<file path="src/rtl/fuzzy_membership_five_sets_top_assert.svh">
// assertion helpers for the fuzzifier, clocked on clk_i, off while rst_ni is low
`ifndef FUZZY_MEMBERSHIP_FIVE_SETS_TOP_ASSERT_SVH
`define FUZZY_MEMBERSHIP_FIVE_SETS_TOP_ASSERT_SVH

// same-cycle implication
`define FMF_ASSERT(lbl, ante, cons) \
  lbl: assert property (@(posedge clk_i) disable iff (!rst_ni) (ante) |-> (cons)) \
    else $error("fmf check failed");

// next-cycle implication
`define FMF_ASSERT_NEXT(lbl, ante, cons) \
  lbl: assert property (@(posedge clk_i) disable iff (!rst_ni) (ante) |=> (cons)) \
    else $error("fmf check failed");

`endif

</file>
<file path="src/rtl/fmf_pkg.sv">
`timescale 1ns / 1ps
package fmf_pkg;

  localparam int SAMPLE_BITS = 16;
  localparam int BP_BITS     = 16;
  localparam int DIST_BITS   = BP_BITS;
  localparam int QUO_BITS    = 15;
  localparam int DIV_CELLS   = QUO_BITS;
  localparam int DEG_BITS    = 16;
  localparam int IDX_BITS    = 3;
  localparam int CFG_IDX_BITS  = 3;
  localparam int CFG_DATA_BITS = 48;

  localparam logic [DEG_BITS-1:0] ONE_Q15 = DEG_BITS'(32768);

  // set index codes
  localparam logic [IDX_BITS-1:0] SET_NG = 3'd0;
  localparam logic [IDX_BITS-1:0] SET_NP = 3'd1;
  localparam logic [IDX_BITS-1:0] SET_Z  = 3'd2;
  localparam logic [IDX_BITS-1:0] SET_PP = 3'd3;
  localparam logic [IDX_BITS-1:0] SET_PG = 3'd4;

  // configuration register indexes
  localparam logic [CFG_IDX_BITS-1:0] CFG_NG = 3'd0;
  localparam logic [CFG_IDX_BITS-1:0] CFG_NP = 3'd1;
  localparam logic [CFG_IDX_BITS-1:0] CFG_Z  = 3'd2;
  localparam logic [CFG_IDX_BITS-1:0] CFG_PP = 3'd3;
  localparam logic [CFG_IDX_BITS-1:0] CFG_PG = 3'd4;

  typedef struct packed {
    logic [31:0] ng;
    logic [47:0] np;
    logic [47:0] z;
    logic [47:0] pp;
    logic [31:0] pg;
  } fmf_cfg_t;

  // one item on its way through the divider row
  typedef struct packed {
    logic                 full;
    logic                 zero;
    logic [DIST_BITS-1:0] rem;
    logic [DIST_BITS-1:0] den;
    logic [QUO_BITS-1:0]  quo;
  } fmf_stage_t;

endpackage

</file>
<file path="src/rtl/fmf_if.sv">
`timescale 1ns / 1ps
interface fmf_in_if;
  import fmf_pkg::*;
  logic                          valid;
  logic                          ready;
  logic signed [SAMPLE_BITS-1:0] sample;
  logic [IDX_BITS-1:0]           set_index;

  modport source (output valid, output sample, output set_index, input ready);
  modport sink   (input valid, input sample, input set_index, output ready);
endinterface

interface fmf_out_if;
  import fmf_pkg::*;
  logic                valid;
  logic                ready;
  logic [DEG_BITS-1:0] degree;

  modport source (output valid, output degree, input ready);
  modport sink   (input valid, input degree, output ready);
endinterface

</file>
<file path="src/rtl/fuzzy_membership_five_sets_top.sv">
`timescale 1ns / 1ps
// channel   dir  payload                         beat taken when
// in_if     in   sample[15:0] s, set_index[2:0]  valid & ready
// out_if    out  degree[15:0]                    valid & ready
// cfg       in   cfg_idx_i, cfg_data_i[47:0]     cfg_we_i
//
// one beat per cycle in and out unless out_if stalls; stages: edge select,
// 15 divider cells (one quotient bit each), output register
// every stage has its own valid, so bubbles close up while out_if is stalled
// reset clears the valid bits and all breakpoint registers to zero
module fuzzy_membership_five_sets_top (
  input  logic                              clk_i,
  input  logic                              rst_ni,
  fmf_in_if.sink                            in_if,
  fmf_out_if.source                         out_if,
  input  logic                              cfg_we_i,
  input  logic [fmf_pkg::CFG_IDX_BITS-1:0]  cfg_idx_i,
  input  logic [fmf_pkg::CFG_DATA_BITS-1:0] cfg_data_i
);
  import fmf_pkg::*;

  fmf_cfg_t       cfg_q;
  logic           stage_valid [DIV_CELLS+1];
  logic           stage_ready [DIV_CELLS+1];
  fmf_stage_t     stage_data  [DIV_CELLS+1];
  logic           out_valid_q;
  logic [DEG_BITS-1:0] degree_q, degree_d;
  fmf_stage_t     last;

  always_ff @(posedge clk_i or negedge rst_ni) begin
    if (!rst_ni) begin
      cfg_q <= '0;
    end else if (cfg_we_i) begin
      case (cfg_idx_i)
        CFG_NG:  cfg_q.ng <= cfg_data_i[31:0];
        CFG_NP:  cfg_q.np <= cfg_data_i[47:0];
        CFG_Z:   cfg_q.z  <= cfg_data_i[47:0];
        CFG_PP:  cfg_q.pp <= cfg_data_i[47:0];
        CFG_PG:  cfg_q.pg <= cfg_data_i[31:0];
        default: cfg_q    <= cfg_q;
      endcase
    end
  end

  fmf_front u_front (
    .clk_i       (clk_i),
    .rst_ni      (rst_ni),
    .cfg_i       (cfg_q),
    .valid_i     (in_if.valid),
    .ready_o     (in_if.ready),
    .sample_i    (in_if.sample),
    .set_index_i (in_if.set_index),
    .valid_o     (stage_valid[0]),
    .ready_i     (stage_ready[0]),
    .data_o      (stage_data[0])
  );

  for (genvar k = 0; k < DIV_CELLS; k++) begin : g_cell
    fmf_div_cell u_cell (
      .clk_i   (clk_i),
      .rst_ni  (rst_ni),
      .valid_i (stage_valid[k]),
      .ready_o (stage_ready[k]),
      .data_i  (stage_data[k]),
      .valid_o (stage_valid[k+1]),
      .ready_i (stage_ready[k+1]),
      .data_o  (stage_data[k+1])
    );
  end

  assign last = stage_data[DIV_CELLS];
  assign stage_ready[DIV_CELLS] = !out_valid_q || out_if.ready;

  always_comb begin
    if (last.full) begin
      degree_d = ONE_Q15;
    end else if (last.zero) begin
      degree_d = '0;
    end else begin
      degree_d = {{(DEG_BITS-QUO_BITS){1'b0}}, last.quo};
    end
  end

  always_ff @(posedge clk_i or negedge rst_ni) begin
    if (!rst_ni) begin
      out_valid_q <= 1'b0;
    end else if (stage_ready[DIV_CELLS]) begin
      out_valid_q <= stage_valid[DIV_CELLS];
    end
  end

  always_ff @(posedge clk_i) begin
    if (stage_ready[DIV_CELLS] && stage_valid[DIV_CELLS]) begin
      degree_q <= degree_d;
    end
  end

  assign out_if.valid  = out_valid_q;
  assign out_if.degree = degree_q;

`include "fuzzy_membership_five_sets_top_assert.svh"

  `FMF_ASSERT(a_degree_range, out_if.valid, out_if.degree <= ONE_Q15)
  `FMF_ASSERT_NEXT(a_unused_set_zero,
                   in_if.valid && in_if.ready && in_if.set_index > SET_PG,
                   stage_valid[0] && stage_data[0].zero && !stage_data[0].full)
  `FMF_ASSERT(a_flags_exclusive, stage_valid[0], !(stage_data[0].full && stage_data[0].zero))

endmodule

</file>
<file path="src/rtl/fmf_front.sv">
`timescale 1ns / 1ps
module fmf_front (
  input  logic                                  clk_i,
  input  logic                                  rst_ni,
  input  fmf_pkg::fmf_cfg_t                     cfg_i,
  input  logic                                  valid_i,
  output logic                                  ready_o,
  input  logic signed [fmf_pkg::SAMPLE_BITS-1:0] sample_i,
  input  logic [fmf_pkg::IDX_BITS-1:0]          set_index_i,
  output logic                                  valid_o,
  input  logic                                  ready_i,
  output fmf_pkg::fmf_stage_t                   data_o
);
  import fmf_pkg::*;

  function automatic logic signed [BP_BITS:0] gap(logic signed [BP_BITS-1:0] a,
                                                  logic signed [BP_BITS-1:0] b);
    gap = {a[BP_BITS-1], a} - {b[BP_BITS-1], b};
  endfunction

  logic signed [BP_BITS-1:0] x;
  logic [47:0]               tri_pts;
  logic signed [BP_BITS-1:0] bl, bp, br;
  logic signed [BP_BITS-1:0] na, nb, da, db;
  logic signed [BP_BITS:0]   num, den;
  logic                      slope, sat;
  logic                      valid_q;
  fmf_stage_t                data_q, data_d;

  assign x = BP_BITS'(sample_i);

  always_comb begin
    case (set_index_i)
      SET_NP:  tri_pts = cfg_i.np;
      SET_Z:   tri_pts = cfg_i.z;
      default: tri_pts = cfg_i.pp;
    endcase
    bl = tri_pts[15:0];
    bp = tri_pts[31:16];
    br = tri_pts[47:32];
  end

  // pick the sloped edge: degree = (na - nb) / (da - db)
  always_comb begin
    slope = 1'b0;
    sat   = 1'b0;
    na    = '0;
    nb    = '0;
    da    = '0;
    db    = '0;
    case (set_index_i)
      SET_NG: begin
        if (x < $signed(cfg_i.ng[15:0])) begin
          sat = 1'b1;
        end else if (x <= $signed(cfg_i.ng[31:16])) begin
          slope = 1'b1;
          na = cfg_i.ng[31:16];
          nb = x;
          da = cfg_i.ng[31:16];
          db = cfg_i.ng[15:0];
        end
      end
      SET_NP, SET_Z, SET_PP: begin
        if (x >= bl && x < bp) begin
          slope = 1'b1;
          na = x;
          nb = bl;
          da = bp;
          db = bl;
        end else if (x >= bp && x <= br) begin
          slope = 1'b1;
          na = br;
          nb = x;
          da = br;
          db = bp;
        end
      end
      SET_PG: begin
        if (x >= $signed(cfg_i.pg[15:0]) && x <= $signed(cfg_i.pg[31:16])) begin
          slope = 1'b1;
          na = x;
          nb = cfg_i.pg[15:0];
          da = cfg_i.pg[31:16];
          db = cfg_i.pg[15:0];
        end else if (x > $signed(cfg_i.pg[31:16])) begin
          sat = 1'b1;
        end
      end
      default: begin
        slope = 1'b0;
      end
    endcase
  end

  always_comb begin
    num = gap(na, nb);
    den = gap(da, db);
    // num never exceeds den on a slope; equal (also zero width) means one
    data_d.full = sat || (slope && (num == den));
    data_d.zero = !sat && !slope;
    data_d.rem  = num[DIST_BITS-1:0];
    data_d.den  = den[DIST_BITS-1:0];
    data_d.quo  = '0;
  end

  assign ready_o = !valid_q || ready_i;

  always_ff @(posedge clk_i or negedge rst_ni) begin
    if (!rst_ni) begin
      valid_q <= 1'b0;
    end else if (ready_o) begin
      valid_q <= valid_i;
    end
  end

  always_ff @(posedge clk_i) begin
    if (ready_o && valid_i) begin
      data_q <= data_d;
    end
  end

  assign valid_o = valid_q;
  assign data_o  = data_q;

endmodule

</file>
<file path="src/rtl/fmf_div_cell.sv">
`timescale 1ns / 1ps
module fmf_div_cell (
  input  logic                clk_i,
  input  logic                rst_ni,
  input  logic                valid_i,
  output logic                ready_o,
  input  fmf_pkg::fmf_stage_t data_i,
  output logic                valid_o,
  input  logic                ready_i,
  output fmf_pkg::fmf_stage_t data_o
);
  import fmf_pkg::*;

  logic [DIST_BITS:0] rem2;
  logic               ge;
  logic               valid_q;
  fmf_stage_t         data_q, data_d;

  // one restoring step: one quotient bit per cell
  always_comb begin
    rem2   = {data_i.rem, 1'b0};
    ge     = rem2 >= {1'b0, data_i.den};
    data_d = data_i;
    if (ge) begin
      data_d.rem = DIST_BITS'(rem2 - {1'b0, data_i.den});
    end else begin
      data_d.rem = rem2[DIST_BITS-1:0];
    end
    data_d.quo = {data_i.quo[QUO_BITS-2:0], ge};
  end

  assign ready_o = !valid_q || ready_i;

  always_ff @(posedge clk_i or negedge rst_ni) begin
    if (!rst_ni) begin
      valid_q <= 1'b0;
    end else if (ready_o) begin
      valid_q <= valid_i;
    end
  end

  always_ff @(posedge clk_i) begin
    if (ready_o && valid_i) begin
      data_q <= data_d;
    end
  end

  assign valid_o = valid_q;
  assign data_o  = data_q;

endmodule
</file>
<file path="src/flat_wrapper.sv">
// flat-port wrapper written by rule: the top's interface ports become plain ports
module fuzzy_membership_five_sets_top_flat import fmf_pkg::*;
  (clk_i, rst_ni, cfg_we_i, cfg_idx_i, cfg_data_i, in_if_valid, in_if_sample, in_if_set_index, in_if_ready, out_if_valid, out_if_degree, out_if_ready);
  fmf_in_if in_if_i ();
  fmf_out_if out_if_i ();
  input  logic clk_i;
  input  logic rst_ni;
  input  logic cfg_we_i;
  input  logic [fmf_pkg::CFG_IDX_BITS-1:0] cfg_idx_i;
  input  logic [fmf_pkg::CFG_DATA_BITS-1:0] cfg_data_i;
  input wire logic [$bits(in_if_i.valid)-1:0] in_if_valid;
  input wire logic [$bits(in_if_i.sample)-1:0] in_if_sample;
  input wire logic [$bits(in_if_i.set_index)-1:0] in_if_set_index;
  output wire logic [$bits(in_if_i.ready)-1:0] in_if_ready;
  output wire logic [$bits(out_if_i.valid)-1:0] out_if_valid;
  output wire logic [$bits(out_if_i.degree)-1:0] out_if_degree;
  input wire logic [$bits(out_if_i.ready)-1:0] out_if_ready;
  assign in_if_i.valid = in_if_valid;
  assign in_if_i.sample = in_if_sample;
  assign in_if_i.set_index = in_if_set_index;
  assign in_if_ready = in_if_i.ready;
  assign out_if_valid = out_if_i.valid;
  assign out_if_degree = out_if_i.degree;
  assign out_if_i.ready = out_if_ready;
  fuzzy_membership_five_sets_top u_core (.clk_i(clk_i), .rst_ni(rst_ni), .in_if(in_if_i), .out_if(out_if_i), .cfg_we_i(cfg_we_i), .cfg_idx_i(cfg_idx_i), .cfg_data_i(cfg_data_i));
endmodule
</file>
<file path="config.mk">
export PLATFORM = sky130hd
export DESIGN_NAME = fuzzy_membership_five_sets_top_flat
export DESIGN_NICKNAME = d
export VERILOG_FILES = /design/src/rtl/fmf_pkg.sv /design/src/rtl/fmf_if.sv /design/src/rtl/fuzzy_membership_five_sets_top.sv /design/src/rtl/fmf_front.sv /design/src/rtl/fmf_div_cell.sv /design/src/flat_wrapper.sv
export VERILOG_INCLUDE_DIRS = /design/src /design/src/rtl
export SDC_FILE = /design/constraint.sdc
export NUM_CORES = 2
export LEC_CHECK = 0
export BUFFER_PORTS_ARGS = -buffer_cell sky130_fd_sc_hd__clkbuf_2
export CELL_PAD_IN_SITES_DETAIL_PLACEMENT = 0
export CELL_PAD_IN_SITES_GLOBAL_PLACEMENT = 2
export CORE_AREA = 2 2 343 412
export CTS_BUF_LIST = sky130_fd_sc_hd__clkbuf_8 sky130_fd_sc_hd__clkbuf_16
export CTS_CLUSTER_DIAMETER = 60
export DETAILED_ROUTE_END_ITERATION = 8
export DIE_AREA = 0 0 345 414
export HOLD_SLACK_MARGIN = 0.03
export PLACE_DENSITY = 0.7
export SETUP_SLACK_MARGIN = 0.1
export SLEW_MARGIN = 20
export SYNTH_ARGS = -nofsm -noshare
export SYNTH_HDL_FRONTEND = slang
export SYNTH_SLANG_ARGS = --single-unit
</file>
<file path="constraint.sdc">
create_clock -name clk_i -period 6.05 [get_ports clk_i]
set_input_delay 0.605 -clock clk_i [delete_from_list [all_inputs] [get_ports clk_i]]
set_output_delay 0.605 -clock clk_i [all_outputs]
set_load 0.01 [all_outputs]
</file>
### Yosys cells after proc, flatten, opt, wreduce, memory -nomap -nowiden

Cells that the tools add are included.

| operators by class | value |
|---|---|
| reductions and logical operators | 68 |
| order comparisons | 24 |
| $add $sub $neg | 16 |
| mux-type cells | 45 |
| eq/ne operators | 9 |

Operators by type and width:

| operator | number |
|---|---|
| $mux W16 | 30 |
| $ge A17 B16 Y1 | 15 |
| $sub A16 B16 Y16 | 14 |
| $pmux W16 S3 | 4 |
| $pmux W48 S2 | 1 |
| $ge A16 B16 Y1 | 3 |
| $le A16 B16 Y1 | 3 |
| $sub A16 B16 Y17 | 2 |
| $lt A16 B16 Y1 | 2 |
| $logic_and A1 B1 Y1 | 22 |
| $logic_not A1 Y1 | 19 |
| $logic_or A1 B1 Y1 | 18 |
| $eq A17 B17 Y1 | 1 |
| $gt A16 B16 Y1 | 1 |
| $eq A3 B2 Y1 const B | 4 |
| $reduce_and A2 Y1 | 5 |
| $mux W1 | 8 |
| $eq A3 B1 Y1 const B | 2 |
| $eq A3 B3 Y1 const B | 2 |
| $logic_not A3 Y1 | 2 |
| $pmux W1 S3 | 1 |
| $reduce_or A3 Y1 | 1 |
| $pmux W1 S2 | 1 |
| $reduce_or A2 Y1 | 1 |

| storage, ports and cells | value |
|---|---|
| bits in registers | 873 |
| output and inout bits | 18 |

### Longest topological paths before layout

| depth | value |
|---|---|
| depth in word-level cells | 19 |
| depth in mapped cells | 29 |
| depth with buffers taken out | 26 |

### Cells and area by module

From an unflattened synthesis, not the netlist that was laid out.

| second synthesis, totals | value |
|---|---|
| cells, all modules | 4576 |
| area total of the unflattened synthesis | 56324.0 um^2 |

By module, submodules not included:

| module | cells an instance | area each (um^2) | seq. area each (um^2) | times used |
|---|---|---|---|---|
| fmf_div_cell (u_core.g_cell[0].u_cell ...) | 207 | 2638.8 | 1496.4 | 14 |
| fuzzy_membership_five_sets_top | 480 | 8665.8 | 5710.5 | 1 |
| fmf_front | 983 | 7957.6 | 1046.0 | 1 |
| fmf_div_cell (u_core.g_cell[3].u_cell) | 215 | 2757.6 | 1496.4 | 1 |

### Least setup slack after synthesis

OpenSTA, ideal clock, no wires.

| path | value |
|---|---|
| kind | input to register |
| start point | input in_if_set_index[2] |
| end point | register u_core.u_front.data_q (netlist bit u_core.u_front.data_o[48]), data pin |
| setup slack | -542 ps |
| library setup time | 169 ps |
| cell stages on the path | 27 |
| arrival time | 6422 ps |
| path through | nor3b_1 -> clkbuf_1 -> clkbuf_1 -> a22o_1 -> a21oi_1 -> ha_1 -> nand4_2 -> or4_4 -> a21o_1 -> a31oi_1 -> nor3_2 -> buf_6 -> o2bb2ai_2 -> clkbuf_1 -> a222oi_1 -> ha_1 -> inv_1 -> fa_1 -> a211oi_1 -> o21ai_0 -> a211o_1 -> a31o_2 -> a21oi_1 -> xnor2_1 -> xnor2_1 -> nand3_1 -> o31ai_1 |

RTL lines:

| element | RTL line | text |
|---|---|---|
| start: declaration | flat_wrapper.sv:13 | `input wire logic [$bits(in_if_i.set_index)-1:0] in_if_set_index;` |
| end signal: assignment | fmf_front.sv:118 | `data_q <= data_d;` |
| end: declaration | fmf_front.sv:28 | `fmf_stage_t data_q, data_d;` |

==> run summary <==
clock sink total: 873
Skew-Pair Late Insertion Delay: 0.72 ns
Final Non-Filler Cells: 6474
CTS max path bufs: 3
1st-pass router iterations: 7
post-DR wirelength/cell: 20.7 um
drt first-iter violations: 1836
post-synthesis area per instance: 11.8 sq um
Worst path slowest cell: or4b_4
Crit Path Max Fanout: 8
R2R Path End: u_core.u_front.data_o[48]$_DFFE_PP_
Slew @ Worst Pin: 1.02 ns
Placed Instance Area: 53400 sq um
fmax: 170 MHz
Synth cell types: 89
DP HPWL: 105 mm
Area growth syn-to-layout: 20.5%
post-route ant nets: 0
max-slew violation count: 0
ranking of synthesized cells by area: edfxtp_1, dfrtp_1, ha_1, mux2_2, inv_1
clk slew on worst S/H paths: 0.06 ns
vias in the first global route: 33708
status: finished, final reports clean
clk root buf: clkbuf_16
most frequent CP cell: buf_6
I/O pin cnt: 93
IO Port Bufs: 92
starting density of the core: 34.8%
endpoint class of the critical path: register
Seq cells post-synth: 873
total track usage: 18.5%
final setup violation count: 0
DR vias: 32749
FP Rows: 150
Slew HR: 31.8%
synthesized cell area: 48300 sq um
Critical Path Source Type: input port
min-delay src: in_if_valid
Max Clock Skew: 0.0390 ns
total grt overflow: 0
Die Width: 345 um
Die H: 414 um
crit-path max cell delay: 0.58 ns
period utilisation layout: 97.2%
first-pass GRT wire length: 204 mm
routability congestion estimate: 0.914
Worst Path Required: 6.58 ns
R2R depth: 24
share of the synthesized area in the top cell type: 40.3%
H-tree levels: 3
Syn Inst Count: 4096
WL final: 134 mm
CTS tree: done
PwrDens: 552 nW/um^2
Cells after DPL: 6258
Hold Crit Endpoint: u_core.u_front.valid_o$_DFFE_PN0N_
most used flip-flop cell after synthesis: edfxtp_1
Final Instance Area: 58200 sq um
Reg2Reg Launch Point: u_core.cfg_q[95]$_DFFE_PN0P_
Post-Syn Nets: 4569
maxcap violations: 0
# nets final: 5033
EDFF count, synth: 648
layout cells sized above 1: 23.8%
RSZ-0062 raised after global routing: yes
standby leakage power: 0.0242 uW
Inserted Clock Buffers: 103
DR vias/cell: 5.06
Yosys warnings: 0
hold crit path type: input port to register
Setup CP Type: input port to register
hold depth: 2
final hold vios: 0
Antenna diodes: 0
reg-to-reg setup timing slack: 0.31 ns
Worst Path Arrival: 6.41 ns
core area: 139000 sq um
Tmin final: 5.88 ns
largest net degree at the start of global routing: 151
largest vdd supply drop: 0.231 mV
sequential element share of the synthesized area: 52.0%
Die ar.: 143000 sq um
fraction of registers with async set/reset: 25.8%
initial antenna violation count: 1
area leader, netlist: edfxtp_1
DRC: 0
-- cells in the mapped netlist, drive strengths merged (17+ instances only) --
cell type,n
o21ai,196
a221oi,17
buf,34
xnor2,138
and3,25
inv,411
mux2,326
nor2b,73
nand3,73
a21boi,32
a222oi,31
nand2,234
xor2,43
and2,39
nor3,58
dfrtp,225
edfxtp,648
nand2b,48
clkbuf,58
mux2i,53
nor4,19
o211ai,49
a21o,61
nand4,56
nor3b,17
a211oi,21
ha,382
a21oi,254
or3,28
a22o,48
o21a,18
nor2,189
-- through the flow --
step / utilization [%] / hold WS [ns] / total power, uW / worst slack (ns) / TNS, ns
final: 41.9 / 0.155 / 32100 / 0.171 / 0
after global routing: 41.9 / 0.131 / 34400 / -0.0216 / -0.0216
after CTS: 41.3 / 0.0960 / 32200 / 0.138 / 0
after detailed placement: 38.5 / 0.405 / 25300 / -1.09 / -10.73
after global placement: 38.5 / 0.400 / 25300 / -1.08 / -8.94
after floorplan: - / 0.309 / 20200 / 0.100 / 0
-- layout make-up --
cell class | instances | area (sq um)
tap | 1824 | 2280
clock buffer | 113 | 2750
inverter | 411 | 1540
sequential | 873 | 25100
timing repair buffer | 451 | 3510
clock inverter | 82 | 1010
multi-input combinational | 2720 | 22000
fill | 13301 | 80700
-- cell usage in the layout (no fill, tap or decap), types with 16 or more instances in the layout --
master,n
a211oi_1,18
a21boi_0,20
a21o_1,61
a21oi_1,221
a21oi_2,23
a222oi_1,31
a22o_1,48
a22oi_1,16
and2_1,31
and3_1,25
buf_4,320
buf_6,18
bufinv_16,16
clkbuf_16,109
clkbuf_2,88
dfrtp_1,225
edfxtp_1,648
ha_1,370
inv_1,421
mux2_2,319
mux2i_1,53
nand2_1,232
nand2b_1,47
nand3_1,70
nand4_1,55
nor2_1,186
nor2b_1,67
nor3_1,47
nor4_1,18
o211ai_1,48
o21a_1,18
o21ai_0,183
or3_1,27
xnor2_1,135
xor2_1,42
-- report_power, final --
group | internal, uW | switching (uW) | total (uW)
Clock | 4020 | 2710 | 6720
Combinational | 7400 | 7700 | 15100
Sequential | 9140 | 1160 | 10300
Total | 20600 | 11600 | 32100
-- critical path: cells and delay by family --
family | cells | cell delay, ns
buffers and inverters | 8 | 1.13
and+or+nand+nor | 10 | 1.89
xor gates and xnor gates | 2 | 0.48
AOI/OAI and AO/OA | 7 | 1.69
adders and majority gates | 2 | 0.59
-- cells by family (layout without fill, tap and decap cells) --
family / Yosys count / count (layout) / synth area share [%]
AO/OA/AOI/OAI: 861 / 861 / 11.8
XOR/XNOR: 182 / 182 / 3.33
adder cells (fa/ha/maj): 398 / 398 / 10.6
buffers and inverters: 503 / 1057 / 4.09
flip-flops: 873 / 873 / 52.0
multiplexers: 379 / 379 / 8.76
AND/OR/NAND/NOR: 900 / 900 / 9.47
-- worst max path at each step --
| stage | from | to |
|---|---|---|
| floorplan | in_if_set_index[2] | u_core.u_front.data_o[48]$_DFFE_PP_ |
| global placement | in_if_set_index[2] | u_core.u_front.data_o[48]$_DFFE_PP_ |
| detailed placement | in_if_set_index[2] | u_core.u_front.data_o[48]$_DFFE_PP_ |
| CTS | in_if_set_index[2] | u_core.u_front.data_o[48]$_DFFE_PP_ |
| global route | in_if_set_index[0] | u_core.u_front.data_o[48]$_DFFE_PP_ |
| finish | in_if_set_index[0] | u_core.u_front.data_o[48]$_DFFE_PP_ |
-- sequential cells by signal (all words and copies together), names as in the netlist --
| register | flops |
|---|---|
| u_core.out_if.valid | 1 |
| u_core.u_front.valid_o | 1 |
| u_core.u_front.data_o | 34 |
| u_core.g_cell.u_cell.data_o | 598 |
| u_core.out_if.degree | 16 |
| u_core.cfg_q | 208 |
| u_core.g_cell.u_cell.valid_o | 15 |
-- routing by layer --
metal	track usage, %	up-vias	share of wire (%)
met5	0	-	0
met3	2.18	226	3.0
li1	-	16076	-
met4	6.71	0	3.8
met1	21.0	15904	40
met2	35.2	543	54
-- timing repair --
item	in CTS	in global routing
setup buffers	3	11
hold endpoints to repair	75	0
endpoints found under the setup margin	3	3
gates resized for setup	12	131
gates cloned	0	5
hold buffers	1	0
pin swaps	3	49
No activity file was read; power rests on OpenSTA's default activity.
